[src/rtl/dual_encoder_pid_velocity_drive_assert.svh]
// Assertion macros shared by the drive's RTL.
`ifndef DUAL_ENCODER_PID_VELOCITY_DRIVE_ASSERT_SVH
`define DUAL_ENCODER_PID_VELOCITY_DRIVE_ASSERT_SVH

// Same-cycle implication, sampled on clk, disabled while rst_n is low.
`define DEP_ASSERT_IMPLY(lbl, ante, cons, msg) \
    lbl: assert property (@(posedge clk) disable iff (!rst_n) (ante) |-> (cons)) \
        else $error(msg);

// Next-cycle implication, sampled on clk, disabled while rst_n is low.
`define DEP_ASSERT_NEXT(lbl, ante, cons, msg) \
    lbl: assert property (@(posedge clk) disable iff (!rst_n) (ante) |=> (cons)) \
        else $error(msg);

`endif

[src/rtl/dep_pkg.sv]
package dep_pkg;

    localparam int STEP_W     = 16;
    localparam int GAIN_W     = 16;
    localparam int ERR_SUM_W  = 32;
    localparam int PROD_PD_W  = 32;
    localparam int PROD_I_W   = 48;
    localparam int SUM_W      = 50;
    localparam int ACC_FRAC   = 8;
    localparam int ACC_W      = 18;
    localparam int U_W        = 19;
    localparam int DUTY_W     = 8;
    localparam int PIN_W      = 4;
    localparam int CFG_IDX_W  = 3;
    localparam int CFG_DATA_W = 16;

    // Operation codes of an input item.
    localparam logic OP_SAMPLE = 1'b0;
    localparam logic OP_TICK   = 1'b1;

    // Configuration register indexes.
    localparam logic [CFG_IDX_W-1:0] REG_GAIN_P       = 3'd0;
    localparam logic [CFG_IDX_W-1:0] REG_GAIN_I       = 3'd1;
    localparam logic [CFG_IDX_W-1:0] REG_GAIN_D       = 3'd2;
    localparam logic [CFG_IDX_W-1:0] REG_TARGET_LEFT  = 3'd3;
    localparam logic [CFG_IDX_W-1:0] REG_TARGET_RIGHT = 3'd4;

    // Reset gains: P 0.75, I 0 and D 90/256 in Q8.8.
    localparam logic signed [GAIN_W-1:0] GAIN_P_RESET = 16'sd192;
    localparam logic signed [GAIN_W-1:0] GAIN_I_RESET = 16'sd0;
    localparam logic signed [GAIN_W-1:0] GAIN_D_RESET = 16'sd90;

    // Pin positions in a sample.
    localparam logic [PIN_W-1:0] PIN_RIGHT_A = 4'h1;
    localparam logic [PIN_W-1:0] PIN_RIGHT_B = 4'h2;
    localparam logic [PIN_W-1:0] PIN_LEFT_A  = 4'h4;
    localparam logic [PIN_W-1:0] PIN_LEFT_B  = 4'h8;

    typedef struct packed {
        logic             op;
        logic [PIN_W-1:0] pin_sample;
    } cmd_item_t;

    typedef struct packed {
        logic [DUTY_W-1:0]        left_duty;
        logic                     left_reverse;
        logic [DUTY_W-1:0]        right_duty;
        logic                     right_reverse;
        logic signed [STEP_W-1:0] left_velocity;
        logic signed [STEP_W-1:0] right_velocity;
    } report_item_t;

    // Load strobes of the PID pipeline stages.
    typedef struct packed {
        logic load_err;
        logic load_mult;
        logic load_sum;
        logic load_acc;
    } lane_ctl_t;

endpackage

[src/rtl/dep_encoder.sv]
module dep_encoder
(
    input  logic                              clk,
    input  logic                              rst_n,
    input  logic                              sample_en,
    input  logic                              clear_en,
    input  logic [dep_pkg::PIN_W-1:0]         pins,
    output logic signed [dep_pkg::STEP_W-1:0] left_steps,
    output logic signed [dep_pkg::STEP_W-1:0] right_steps
);
    import dep_pkg::*;

    logic [PIN_W-1:0]         last_pins_reg;
    logic [PIN_W-1:0]         last_pins_next;
    logic signed [STEP_W-1:0] left_steps_reg;
    logic signed [STEP_W-1:0] left_steps_next;
    logic signed [STEP_W-1:0] right_steps_reg;
    logic signed [STEP_W-1:0] right_steps_next;
    logic [PIN_W-1:0]         delta;
    logic [PIN_W-1:0]         dir;

    always_comb
    begin
        delta            = last_pins_reg ^ pins;
        dir              = (~pins) ^ (last_pins_reg >> 1);
        last_pins_next   = last_pins_reg;
        left_steps_next  = left_steps_reg;
        right_steps_next = right_steps_reg;
        if (clear_en)
        begin
            left_steps_next  = '0;
            right_steps_next = '0;
        end
        else if (sample_en)
        begin
            last_pins_next = pins;
            if ((delta & (PIN_LEFT_A | PIN_LEFT_B)) != '0)
            begin
                if ((dir & PIN_LEFT_A) != '0)
                begin
                    left_steps_next = left_steps_reg - STEP_W'(1);
                end
                else
                begin
                    left_steps_next = left_steps_reg + STEP_W'(1);
                end
            end
            if ((delta & (PIN_RIGHT_A | PIN_RIGHT_B)) != '0)
            begin
                if ((dir & PIN_RIGHT_A) != '0)
                begin
                    right_steps_next = right_steps_reg + STEP_W'(1);
                end
                else
                begin
                    right_steps_next = right_steps_reg - STEP_W'(1);
                end
            end
        end
    end

    always_ff @(posedge clk or negedge rst_n)
    begin
        if (!rst_n)
        begin
            last_pins_reg   <= '0;
            left_steps_reg  <= '0;
            right_steps_reg <= '0;
        end
        else
        begin
            last_pins_reg   <= last_pins_next;
            left_steps_reg  <= left_steps_next;
            right_steps_reg <= right_steps_next;
        end
    end

    assign left_steps  = left_steps_reg;
    assign right_steps = right_steps_reg;

endmodule

[config.mk]
export PLATFORM = sky130hd
export DESIGN_NAME = dep_encoder
export DESIGN_NICKNAME = d
export VERILOG_FILES = /design/src/rtl/dual_encoder_pid_velocity_drive_assert.svh /design/src/rtl/dep_pkg.sv /design/src/rtl/dep_encoder.sv
export SDC_FILE = /design/constraint.sdc
export NUM_CORES = 1
export LEC_CHECK = 0
export ABC_AREA = 1
export BUFFER_PORTS_ARGS = -buffer_cell sky130_fd_sc_hd__buf_4
export CAP_MARGIN = 20
export CORE_AREA = 2 2 77 108
export CTS_CLUSTER_DIAMETER = 40
export DETAILED_ROUTE_END_ITERATION = 10
export DIE_AREA = 0 0 79 110
export SKIP_LAST_GASP = 1
export SYNTH_ARGS = -nofsm -noshare
export SYNTH_HDL_FRONTEND = slang
export SYNTH_SLANG_ARGS = --single-unit
[constraint.sdc]
create_clock -name clk -period 3.1 [get_ports clk]
set_input_delay 0.31 -clock clk [delete_from_list [all_inputs] [get_ports clk]]
set_output_delay 0.31 -clock clk [all_outputs]
set_load 0.05 [all_outputs]
==> metrics.md <==
| Metric | Value |
|---|---|
| CP Data Required Time | 3.27 ns |
| Clock latency on the worst-skew pair | 0.29 ns |
| Cell with the most instances after synthesis | nand2_1 |
| Die width | 79 microns |
| Synthesized area | 3020 sq um |
| Initial Utilization | 0.392 |
| Core area | 7700 sq um |
| Reg area | 901 sq um |
| Post-CTS setup buffers | 0 |
| Final WS setup | 0.844 ns |
| DPL Wire Length | 5930 microns |
| Crit start category | register |
| Drt pass-1 iters | 4 |
| Initial drt markers | 112 |
| Cell accounting for the most synthesized area | dfrtp_1 |
| Power per standard cell area | 900 nW/um^2 |
| Drc violations | 0 |
| Wire length of the first global-routing pass | 13400 microns |
| Post-Route Setup TNS | 0 ns |
| Crit Path Max Fanout | 19 |
| Row Count | 38 |
| Period minus WS final | 2.26 ns |
| Multi-input logic area | 1900 sq um |
| Slew Viols, Final | 0 |
| Ys async rst share | 1.00 |
| CTS sink count | 36 |
| CP Class | register to register |
| Clock Tree Root | clkbuf_8 |
| Post-synthesis sequential area ratio | 0.298 |
| H-tree Lvls | 2 |
| Total grt overflow | 0 |
| Clock skew | 0.0112 ns |
| Yosys warns | 0 |
| Worst Tran Pin Value | 0.923 ns |
| Synthesized flop and latch total | 36 |
| Area grow syn2layout | 17.6% |
| Critical Path End Type | register |
| Die Ht | 110 microns |
| Diodes inserted | 0 |
| Fin Hold WS | 0.250 ns |
| Layout cells sized above 1 | 0.156 |
| WL final | 7870 microns |
| Pleak | 0.00191 uW |
| Outcome | finished clean |
| # setup viols final | 0 |
| Worst min path class | primary input to register |
| Post-synth top cells | nand2_1, inv_1, a21oi_1, dfrtp_1, o21ai_0 |
| Ys flop type | dfrtp_1 |
| Die footprint | 8690 sq um |
| RSZ-0062 raised after global routing | false |
| Post-layout util | 0.462 |
| Fmax | 443 MHz |
| Post-place setup slack | 0.799 ns |
| Power Total | 3200 uW |
| Top cells by area, synth | dfrtp_1, nand2_1, ha_1 |
| Gate Count Post-Synth | 449 |
| Initial antenna violation count | 0 |
| Drt wl/cell | 13.3 microns |
| GPL Wtd Cong | 0.911 |
| GRT Util Overall | 0.191 |
| Data arrival, critical path | 2.42 ns |
| Largest net degree at the start of global routing | 37 |
| Num CTS Buffers | 5 |
| Final nets | 521 |
| Syn_nets | 478 |
| Top Ports | 40 |
| Post-route ant nets | 0 |
| Final Hold Viols | 0 |
| Period Utilization, post-route | 0.728 |
| Longest Clk Path Bufs | 2 |
| Post-Syn Area per Cell | 6.73 sq um |
| Max_slew headroom | 0.382 |
| Max cap viols | 0 |
| Max VDD drop | 0.000389 V |
| Vias in the first global route | 3043 |
| Detailed-route via count | 3084 |
| Fill count | 840 |
| Post-synth top area share | 0.298 |
| Clock transition at the registers of the reported paths | 0.07 ns |
| Synth cell types | 36 |
| Post-synth EDFFs | 0 |
| CTS tree | yes |
| # port buffers | 39 |
| Vias/cell | 5.20 |
[worst max-delay path, stage by stage (launching register included)]
cell and delay [ns]:
dfrtp_1 0.41, xnor2_2 0.14, buf_4 0.21, ha_1 0.36
nand2_1 0.07, inv_1 0.08, nand2_1 0.05, nand2_1 0.14
nand3_1 0.09, nand2_1 0.13, nand2_1 0.06, o21bai_1 0.16
a21oi_1 0.08, o21ai_0 0.07, nand2_1 0.07
[layer usage]
| layer | track usage | share of wire | up-vias |
|---|---|---|---|
| li1 | - | - | 1578 |
| met1 | 0.209 | 0.41 | 1437 |
| met2 | 0.371 | 0.54 | 63 |
| met3 | 0.0204 | 0.034 | 6 |
| met4 | 0.0739 | 0.010 | 0 |
| met5 | 0 | 0 | - |
[cell usage in the layout (no fill, tap or decap), types with 2 or more instances in the layout]
cell,instances
o21bai_1,6
nor3_1,2
o21ai_0,34
ha_1,20
nor2_1,27
nand4_1,2
nand2_1,142
buf_4,40
a21oi_1,37
a41o_1,3
o22ai_1,4
nand3_1,30
inv_2,4
nor2_2,4
clkbuf_8,7
nand2_2,16
o31ai_1,2
inv_1,47
a21o_1,2
xor2_1,4
xnor2_1,2
a41oi_1,6
nand3b_1,2
dfrtp_1,36
[cell type report]
class / instances / share of cell area
clock buffer: 7 / 0.0271
timing repair buffer: 41 / 0.0873
multi-input combinational: 356 / 0.534
tap: 100 / 0.0352
sequential: 36 / 0.253
clock inverter: 1 / 0.00844
inverter: 52 / 0.0549
[report_power, final]
group | switching (uW) | internal (uW)
Clock | 179 | 284
Sequential | 152 | 602
Combinational | 1350 | 631
[worst paths after layout]
check,start,to,slack [ns],cells after the start
min in group asynchronous,rst_n,right_steps[3],0.52,2
setup / recovery,last_pins_reg[3],left_steps[10],0.84,14
hold reg to reg,left_steps[11],left_steps[11],0.52,2
setup reg to reg,last_pins_reg[3],left_steps[10],0.84,14
hold / removal,clear_en,left_steps[2],0.25,2
max in group asynchronous,rst_n,left_steps[10],2.23,2
[cell families after synthesis]
logic type / share of synthesized area
buffers and inverters: 0.0766
and+or+nand+nor: 0.319
adders and majority gates: 0.0894
DFF: 0.298
AOI/OAI and AO/OA: 0.197
xor gates and xnor gates: 0.0203
[what timing repair did]
item | in CTS | in global routing
hold buffers | 1 | 0
endpoints found under the hold margin | 29 | 0
resized for setup | 0 | 0
[stage by stage]
stage | instance area, sq um | cells
after floorplan | 3020 | 449
after global placement | 3420 | 584
after detailed placement | 3420 | 584
after CTS | 3560 | 593
after global routing | 3560 | 593
final | 3560 | 593
No activity file was read; power rests on OpenSTA's default activity.
