==> config.mk <==
export PLATFORM = sky130hd
export DESIGN_NAME = dep_pid_lane
export DESIGN_NICKNAME = d
export VERILOG_FILES = /design/src/rtl/dual_encoder_pid_velocity_drive_assert.svh /design/src/rtl/dep_pkg.sv /design/src/rtl/dep_pid_lane.sv
export SDC_FILE = /design/constraint.sdc
export NUM_CORES = 2
export LEC_CHECK = 0
export ABC_CLOCK_PERIOD_IN_PS = 15300
export BUFFER_PORTS_ARGS = -buffer_cell sky130_fd_sc_hd__buf_2
export CAP_MARGIN = 20
export CORE_ASPECT_RATIO = 0.75
export CORE_MARGIN = 4
export CORE_UTILIZATION = 40
export CTS_BUF_LIST = sky130_fd_sc_hd__clkbuf_2 sky130_fd_sc_hd__clkbuf_4 sky130_fd_sc_hd__clkbuf_8
export DETAILED_ROUTE_END_ITERATION = 6
export GPL_ROUTABILITY_DRIVEN = 0
export REMOVE_ABC_BUFFERS = 1
export SLEW_MARGIN = 40
export SYNTH_ARGS = -nofsm -noshare
export SYNTH_HDL_FRONTEND = slang
export SYNTH_SLANG_ARGS = --single-unit
export TNS_END_PERCENT = 100
==> constraint.sdc <==
create_clock -name clk -period 15.3 [get_ports clk]
set_clock_uncertainty 0.05 [all_clocks]
set_input_delay 3.06 -clock clk [delete_from_list [all_inputs] [get_ports clk]]
set_output_delay 3.06 -clock clk [all_outputs]
set_load 0.005 [all_outputs]
==> src/rtl/dual_encoder_pid_velocity_drive_assert.svh <==
// Assertion macros shared by the drive's RTL.
`ifndef DUAL_ENCODER_PID_VELOCITY_DRIVE_ASSERT_SVH
`define DUAL_ENCODER_PID_VELOCITY_DRIVE_ASSERT_SVH

// Same-cycle implication, sampled on clk, disabled while rst_n is low.
`define DEP_ASSERT_IMPLY(lbl, ante, cons, msg) \
    lbl: assert property (@(posedge clk) disable iff (!rst_n) (ante) |-> (cons)) \
        else $error(msg);

// Next-cycle implication, sampled on clk, disabled while rst_n is low.
`define DEP_ASSERT_NEXT(lbl, ante, cons, msg) \
    lbl: assert property (@(posedge clk) disable iff (!rst_n) (ante) |=> (cons)) \
        else $error(msg);

`endif

==> src/rtl/dep_pkg.sv <==
package dep_pkg;

    localparam int STEP_W     = 16;
    localparam int GAIN_W     = 16;
    localparam int ERR_SUM_W  = 32;
    localparam int PROD_PD_W  = 32;
    localparam int PROD_I_W   = 48;
    localparam int SUM_W      = 50;
    localparam int ACC_FRAC   = 8;
    localparam int ACC_W      = 18;
    localparam int U_W        = 19;
    localparam int DUTY_W     = 8;
    localparam int PIN_W      = 4;
    localparam int CFG_IDX_W  = 3;
    localparam int CFG_DATA_W = 16;

    // Operation codes of an input item.
    localparam logic OP_SAMPLE = 1'b0;
    localparam logic OP_TICK   = 1'b1;

    // Configuration register indexes.
    localparam logic [CFG_IDX_W-1:0] REG_GAIN_P       = 3'd0;
    localparam logic [CFG_IDX_W-1:0] REG_GAIN_I       = 3'd1;
    localparam logic [CFG_IDX_W-1:0] REG_GAIN_D       = 3'd2;
    localparam logic [CFG_IDX_W-1:0] REG_TARGET_LEFT  = 3'd3;
    localparam logic [CFG_IDX_W-1:0] REG_TARGET_RIGHT = 3'd4;

    // Reset gains: P 0.75, I 0 and D 90/256 in Q8.8.
    localparam logic signed [GAIN_W-1:0] GAIN_P_RESET = 16'sd192;
    localparam logic signed [GAIN_W-1:0] GAIN_I_RESET = 16'sd0;
    localparam logic signed [GAIN_W-1:0] GAIN_D_RESET = 16'sd90;

    // Pin positions in a sample.
    localparam logic [PIN_W-1:0] PIN_RIGHT_A = 4'h1;
    localparam logic [PIN_W-1:0] PIN_RIGHT_B = 4'h2;
    localparam logic [PIN_W-1:0] PIN_LEFT_A  = 4'h4;
    localparam logic [PIN_W-1:0] PIN_LEFT_B  = 4'h8;

    typedef struct packed {
        logic             op;
        logic [PIN_W-1:0] pin_sample;
    } cmd_item_t;

    typedef struct packed {
        logic [DUTY_W-1:0]        left_duty;
        logic                     left_reverse;
        logic [DUTY_W-1:0]        right_duty;
        logic                     right_reverse;
        logic signed [STEP_W-1:0] left_velocity;
        logic signed [STEP_W-1:0] right_velocity;
    } report_item_t;

    // Load strobes of the PID pipeline stages.
    typedef struct packed {
        logic load_err;
        logic load_mult;
        logic load_sum;
        logic load_acc;
    } lane_ctl_t;

endpackage

==> src/rtl/dep_pid_lane.sv <==
module dep_pid_lane
#(
    parameter int GAIN_FRAC_BITS = 8,
    parameter int DUTY_LIMIT     = 255
)
(
    input  logic                              clk,
    input  logic                              rst_n,
    input  dep_pkg::lane_ctl_t                ctl,
    input  logic signed [dep_pkg::STEP_W-1:0] steps,
    input  logic signed [dep_pkg::STEP_W-1:0] target,
    input  logic signed [dep_pkg::GAIN_W-1:0] gain_p,
    input  logic signed [dep_pkg::GAIN_W-1:0] gain_i,
    input  logic signed [dep_pkg::GAIN_W-1:0] gain_d,
    output logic signed [dep_pkg::ACC_W-1:0]  drive
);
    import dep_pkg::*;

    localparam int SHIFT   = GAIN_FRAC_BITS - ACC_FRAC;
    localparam int RSH     = (SHIFT > 0) ? SHIFT : 0;
    localparam int LSH     = (SHIFT < 0) ? -SHIFT : 0;
    localparam int SCALE_W = SUM_W + LSH;
    localparam int LIM     = DUTY_LIMIT * (1 << ACC_FRAC);

    localparam logic signed [SCALE_W-1:0]   SCALE_HI = SCALE_W'(2 * LIM);
    localparam logic signed [SCALE_W-1:0]   SCALE_LO = -SCALE_HI;
    localparam logic signed [U_W-1:0]       U_MAX    = U_W'(2 * LIM);
    localparam logic signed [U_W-1:0]       U_MIN    = -U_MAX;
    localparam logic signed [U_W-1:0]       A_MAX    = U_W'(LIM);
    localparam logic signed [U_W-1:0]       A_MIN    = -A_MAX;
    localparam logic signed [ERR_SUM_W-1:0] SUM_MAX  = {1'b0, {(ERR_SUM_W-1){1'b1}}};
    localparam logic signed [ERR_SUM_W-1:0] SUM_MIN  = {1'b1, {(ERR_SUM_W-1){1'b0}}};

    // While a tick sits in the error stage, prev_err_reg and err_sum_reg hold
    // its error and its integral; a later tick cannot overwrite them before
    // the multiplier stage has taken them.
    logic signed [STEP_W-1:0]    prev_err_reg;
    logic signed [STEP_W-1:0]    prev_err_next;
    logic signed [ERR_SUM_W-1:0] err_sum_reg;
    logic signed [ERR_SUM_W-1:0] err_sum_next;
    logic signed [STEP_W-1:0]    deriv_reg;
    logic signed [STEP_W-1:0]    deriv_next;
    logic signed [ERR_SUM_W:0]   sum_wide;

    logic signed [PROD_PD_W-1:0] prod_p_reg;
    logic signed [PROD_PD_W-1:0] prod_p_next;
    logic signed [PROD_I_W-1:0]  prod_i_reg;
    logic signed [PROD_I_W-1:0]  prod_i_next;
    logic signed [PROD_PD_W-1:0] prod_d_reg;
    logic signed [PROD_PD_W-1:0] prod_d_next;

    logic signed [SUM_W-1:0]     term_sum;
    logic signed [SCALE_W-1:0]   scaled;
    logic signed [U_W-1:0]       u_reg;
    logic signed [U_W-1:0]       u_next;

    logic signed [ACC_W-1:0]     acc_reg;
    logic signed [U_W-1:0]       acc_sum;

    // Error stage.
    always_comb
    begin
        prev_err_next = target - steps;
        sum_wide      = (ERR_SUM_W+1)'(err_sum_reg) + (ERR_SUM_W+1)'(prev_err_next);
        if (sum_wide[ERR_SUM_W] != sum_wide[ERR_SUM_W-1])
        begin
            err_sum_next = sum_wide[ERR_SUM_W] ? SUM_MIN : SUM_MAX;
        end
        else
        begin
            err_sum_next = sum_wide[ERR_SUM_W-1:0];
        end
        deriv_next = prev_err_next - prev_err_reg;
    end

    // Multiplier stage.
    always_comb
    begin
        prod_p_next = PROD_PD_W'(gain_p) * PROD_PD_W'(prev_err_reg);
        prod_i_next = PROD_I_W'(gain_i) * PROD_I_W'(err_sum_reg);
        prod_d_next = PROD_PD_W'(gain_d) * PROD_PD_W'(deriv_reg);
    end

    // Sum stage: rescale to Q.8 with floor and bound the step.
    always_comb
    begin
        term_sum = SUM_W'(prod_p_reg) + SUM_W'(prod_i_reg) + SUM_W'(prod_d_reg);
        scaled   = (SCALE_W'(term_sum) <<< LSH) >>> RSH;
        if (scaled > SCALE_HI)
        begin
            u_next = U_MAX;
        end
        else if (scaled < SCALE_LO)
        begin
            u_next = U_MIN;
        end
        else
        begin
            u_next = U_W'(scaled);
        end
    end

    // Accumulator stage.
    always_comb
    begin
        acc_sum = U_W'(acc_reg) + u_reg;
        if (acc_sum > A_MAX)
        begin
            drive = ACC_W'(A_MAX);
        end
        else if (acc_sum < A_MIN)
        begin
            drive = ACC_W'(A_MIN);
        end
        else
        begin
            drive = ACC_W'(acc_sum);
        end
    end

    always_ff @(posedge clk or negedge rst_n)
    begin
        if (!rst_n)
        begin
            prev_err_reg <= '0;
            err_sum_reg  <= '0;
            acc_reg      <= '0;
        end
        else
        begin
            if (ctl.load_err)
            begin
                prev_err_reg <= prev_err_next;
                err_sum_reg  <= err_sum_next;
            end
            if (ctl.load_acc)
            begin
                acc_reg <= drive;
            end
        end
    end

    always_ff @(posedge clk)
    begin
        if (ctl.load_err)
        begin
            deriv_reg <= deriv_next;
        end
        if (ctl.load_mult)
        begin
            prod_p_reg <= prod_p_next;
            prod_i_reg <= prod_i_next;
            prod_d_reg <= prod_d_next;
        end
        if (ctl.load_sum)
        begin
            u_reg <= u_next;
        end
    end

endmodule
==> flow_summary.ini <==
[synthesis]
async_flop_share_pct = 31.0
syn_area_per_cell_um2 = 9.16
ys_ff_latch = 213
netlist_area_um2 = 52900
synth_cells = 5774
ys.flop_type = edfxtp_1
yosys_warnings = 0
synth_edf_count = 147
ys_seq_area_share_pct = 11.5
synth.distinct_cells = 96

[timing]
final-hold-violation-count = 0
setup_ws_ns = 4.88
final-setup-viol-count = 0
rsz0062_at_grt = no
tightestPinTransition_ns = 0.873
slew_headroom_pct = 41.4
layout_min_cycle_time_ns = 10.42
timing.fmax_ghz = 0.0960
min_period_over_period_pct = 68.1
setup-tns-final_ns = 0
slew_viol_final = 0

[global_route]
grt_remaining_overflow = 0
use_met1_pct = 29.8
grt_busiest_layer = met2
grt_pass1_wl_um = 224000
grt_pass1_vias = 40300
grt_start_max_net_pins = 62
grt_antenna_before_repair = 5
gr-usage-met3_pct = 2.85
use_met2_pct = 31.7
grtUsageTotal_pct = 20.3

[floorplan]
die_w_um = 428
die_h_um = 323
start_util_pct = 40.3
core_area_um2 = 131000
pin_count = 104
design.die.area_um2 = 138000
rows = 115

[clock_network]
ctsResizeCount = 0
clk_latency_ns = 0.61
cts_tree = built
ctsHoldBuffers = 0
clockBufferDepth = 3
cts.htree.levels = 2
clkSlewWorstSetupHoldPaths_ns = 0.05
numCtsBuffers = 40
cts_root_buffer = clkbuf_8
clock_sinks = 213
cts_setup_buffers = 0

[routing]
detail_route.wirelength_um = 137000
dr_total_vias = 38800
drc = 0
final_antenna_net_count = 0
avgViaCountPerCell = 5.15
avgRoutedWirePerCell_um = 18.2
first_iter_violations = 2505
dr.pass1.iters = 5

[final_layout]
largest_register_ffs = 48
areaGrowthSynthToFinish_pct = 5.64
finalNetCount = 7294
drive_above_1_share_pct = 4.54
utilization_pct = 42.6

[worst_setup_path]
critPathMaxFanout = 32
cp-end-kind = flop
start_kind = input port
cp.arrival_ns = 10.68
crit_type = input port to flop
required_ns = 15.56

[outcome]
status = finished clean

[run]
drv_cap = 0

[place]
port-buffer-count = 103
hpwl_um = 112000
dp_slack_ns = 4.38

[hold_path]
hold_path_class = flop to flop
-- placed cells by master, fill, tap and decap left out, types with 52 or more instances in the layout --
master and instances:
and2_1 396, ha_1 406, nand2b_1 57, a21oi_1 219, fa_1 1063, buf_2 100
inv_1 1288, xor2_1 57, nand2_1 707, nand3_1 60, dfrtp_1 52, nor2_1 185
a21o_1 87, o21ai_0 149, edfxtp_1 147, xnor2_1 160
-- worst max-delay path, stage by stage --
cell and delay [ns]:
buf_2 0.56, nand2_1 0.19, fa_1 0.54, fa_1 0.57
fa_1 0.45, fa_1 0.56, inv_1 0.05, fa_1 0.53
fa_1 0.43, ha_1 0.41, nand3_1 0.13, nor3_1 0.23
a211oi_1 0.17, nor4_1 0.63, o21ai_0 0.43, a2111oi_2 0.67
o2111ai_1 0.22, a31oi_1 0.28, a21oi_1 0.14, o21ai_0 0.18
a21oi_1 0.10, xnor2_1 0.13
-- logic make-up after synthesis --
kind of cell / after synthesis / synth area share, %
fa+ha+maj: 1471 / 49.9
xor+xnor: 220 / 3.64
flops: 213 / 11.5
buf+inv: 1491 / 10.6
mux: 20 / 0.438
compound gates: 740 / 8.99
simple gates: 1619 / 14.9
-- synthesized netlist by cell type, drive strengths merged, types with 15 or more instances --
cell type / instances / share of area [%]
clkbuf: 185 / 1.3
o21a: 29 / 0.41
edfxtp: 147 / 8.3
nand2b: 57 / 0.67
nor2: 185 / 1.3
nor3: 46 / 0.45
and3: 32 / 0.38
o22ai: 30 / 0.35
xor2: 57 / 0.94
o211ai: 17 / 0.24
o21bai: 35 / 0.50
fa: 1063 / 40
nand2: 707 / 5.0
nand3: 60 / 0.57
nand4: 25 / 0.30
a211oi: 26 / 0.37
a21o: 87 / 1.2
or3: 21 / 0.25
a21oi: 221 / 2.1
nor2b: 33 / 0.39
ha: 406 / 9.6
and2: 396 / 4.7
inv: 1288 / 9.1
xnor2: 163 / 2.7
a31oi: 25 / 0.30
dfrtp: 66 / 3.1
buf: 16 / 0.17
o21ai: 159 / 1.5
mux2: 15 / 0.32
-- through the flow --
| stage | hold WS (ns) | instance area [µm²] | instances |
|---|---|---|---|
| floorplan | 0.417 | 52100 | 5573 |
| global placement | 0.431 | 55000 | 7450 |
| detailed placement | 0.445 | 55000 | 7452 |
| CTS | 0.458 | 55800 | 7526 |
| global route | 0.478 | 55800 | 7527 |
| finish | 0.457 | 55900 | 7529 |
-- final cells by class --
class                      count  area, µm²
antenna                        3       7.51
multi-input combinational   4070      41200
fill                       12900      75400
tap                         1755       2200
clock buffer                  53        673
timing repair buffer         124        688
inverter                    1290       4840
clock inverter                21        144
sequential                   213       6080
-- path summary, 6_finish.rpt --
kind | from | to | slack, ns | cells after the start
setup reg to reg | err_sum_reg[5]$_DFFE_PN0P_ | prod_i_reg[46]$_DFFE_PP_ | 7.09 | 22
hold / removal | acc_reg[16]$_DFFE_PN0P_ | acc_reg[16]$_DFFE_PN0P_ | 0.46 | 1
max in group asynchronous | rst_n | err_sum_reg[29]$_DFFE_PN0P_ | 11.86 | 2
min in group asynchronous | rst_n | prev_err_reg[4]$_DFFE_PN0P_ | 2.32 | 1
hold reg to reg | acc_reg[16]$_DFFE_PN0P_ | acc_reg[16]$_DFFE_PN0P_ | 0.46 | 1
setup / recovery | gain_i[1] | prod_i_reg[46]$_DFFE_PP_ | 4.88 | 22
-- routing by layer --
layer	part of all wire, %	vias to the layer above
met3	6.2	161
met2	44	1042
li1	-	17800
met1	47	19800
met4	2.5	0
met5	0	-
Power is not shown: default switching activity piles up to over one toggle a cycle in this logic, so the estimate is an artifact.
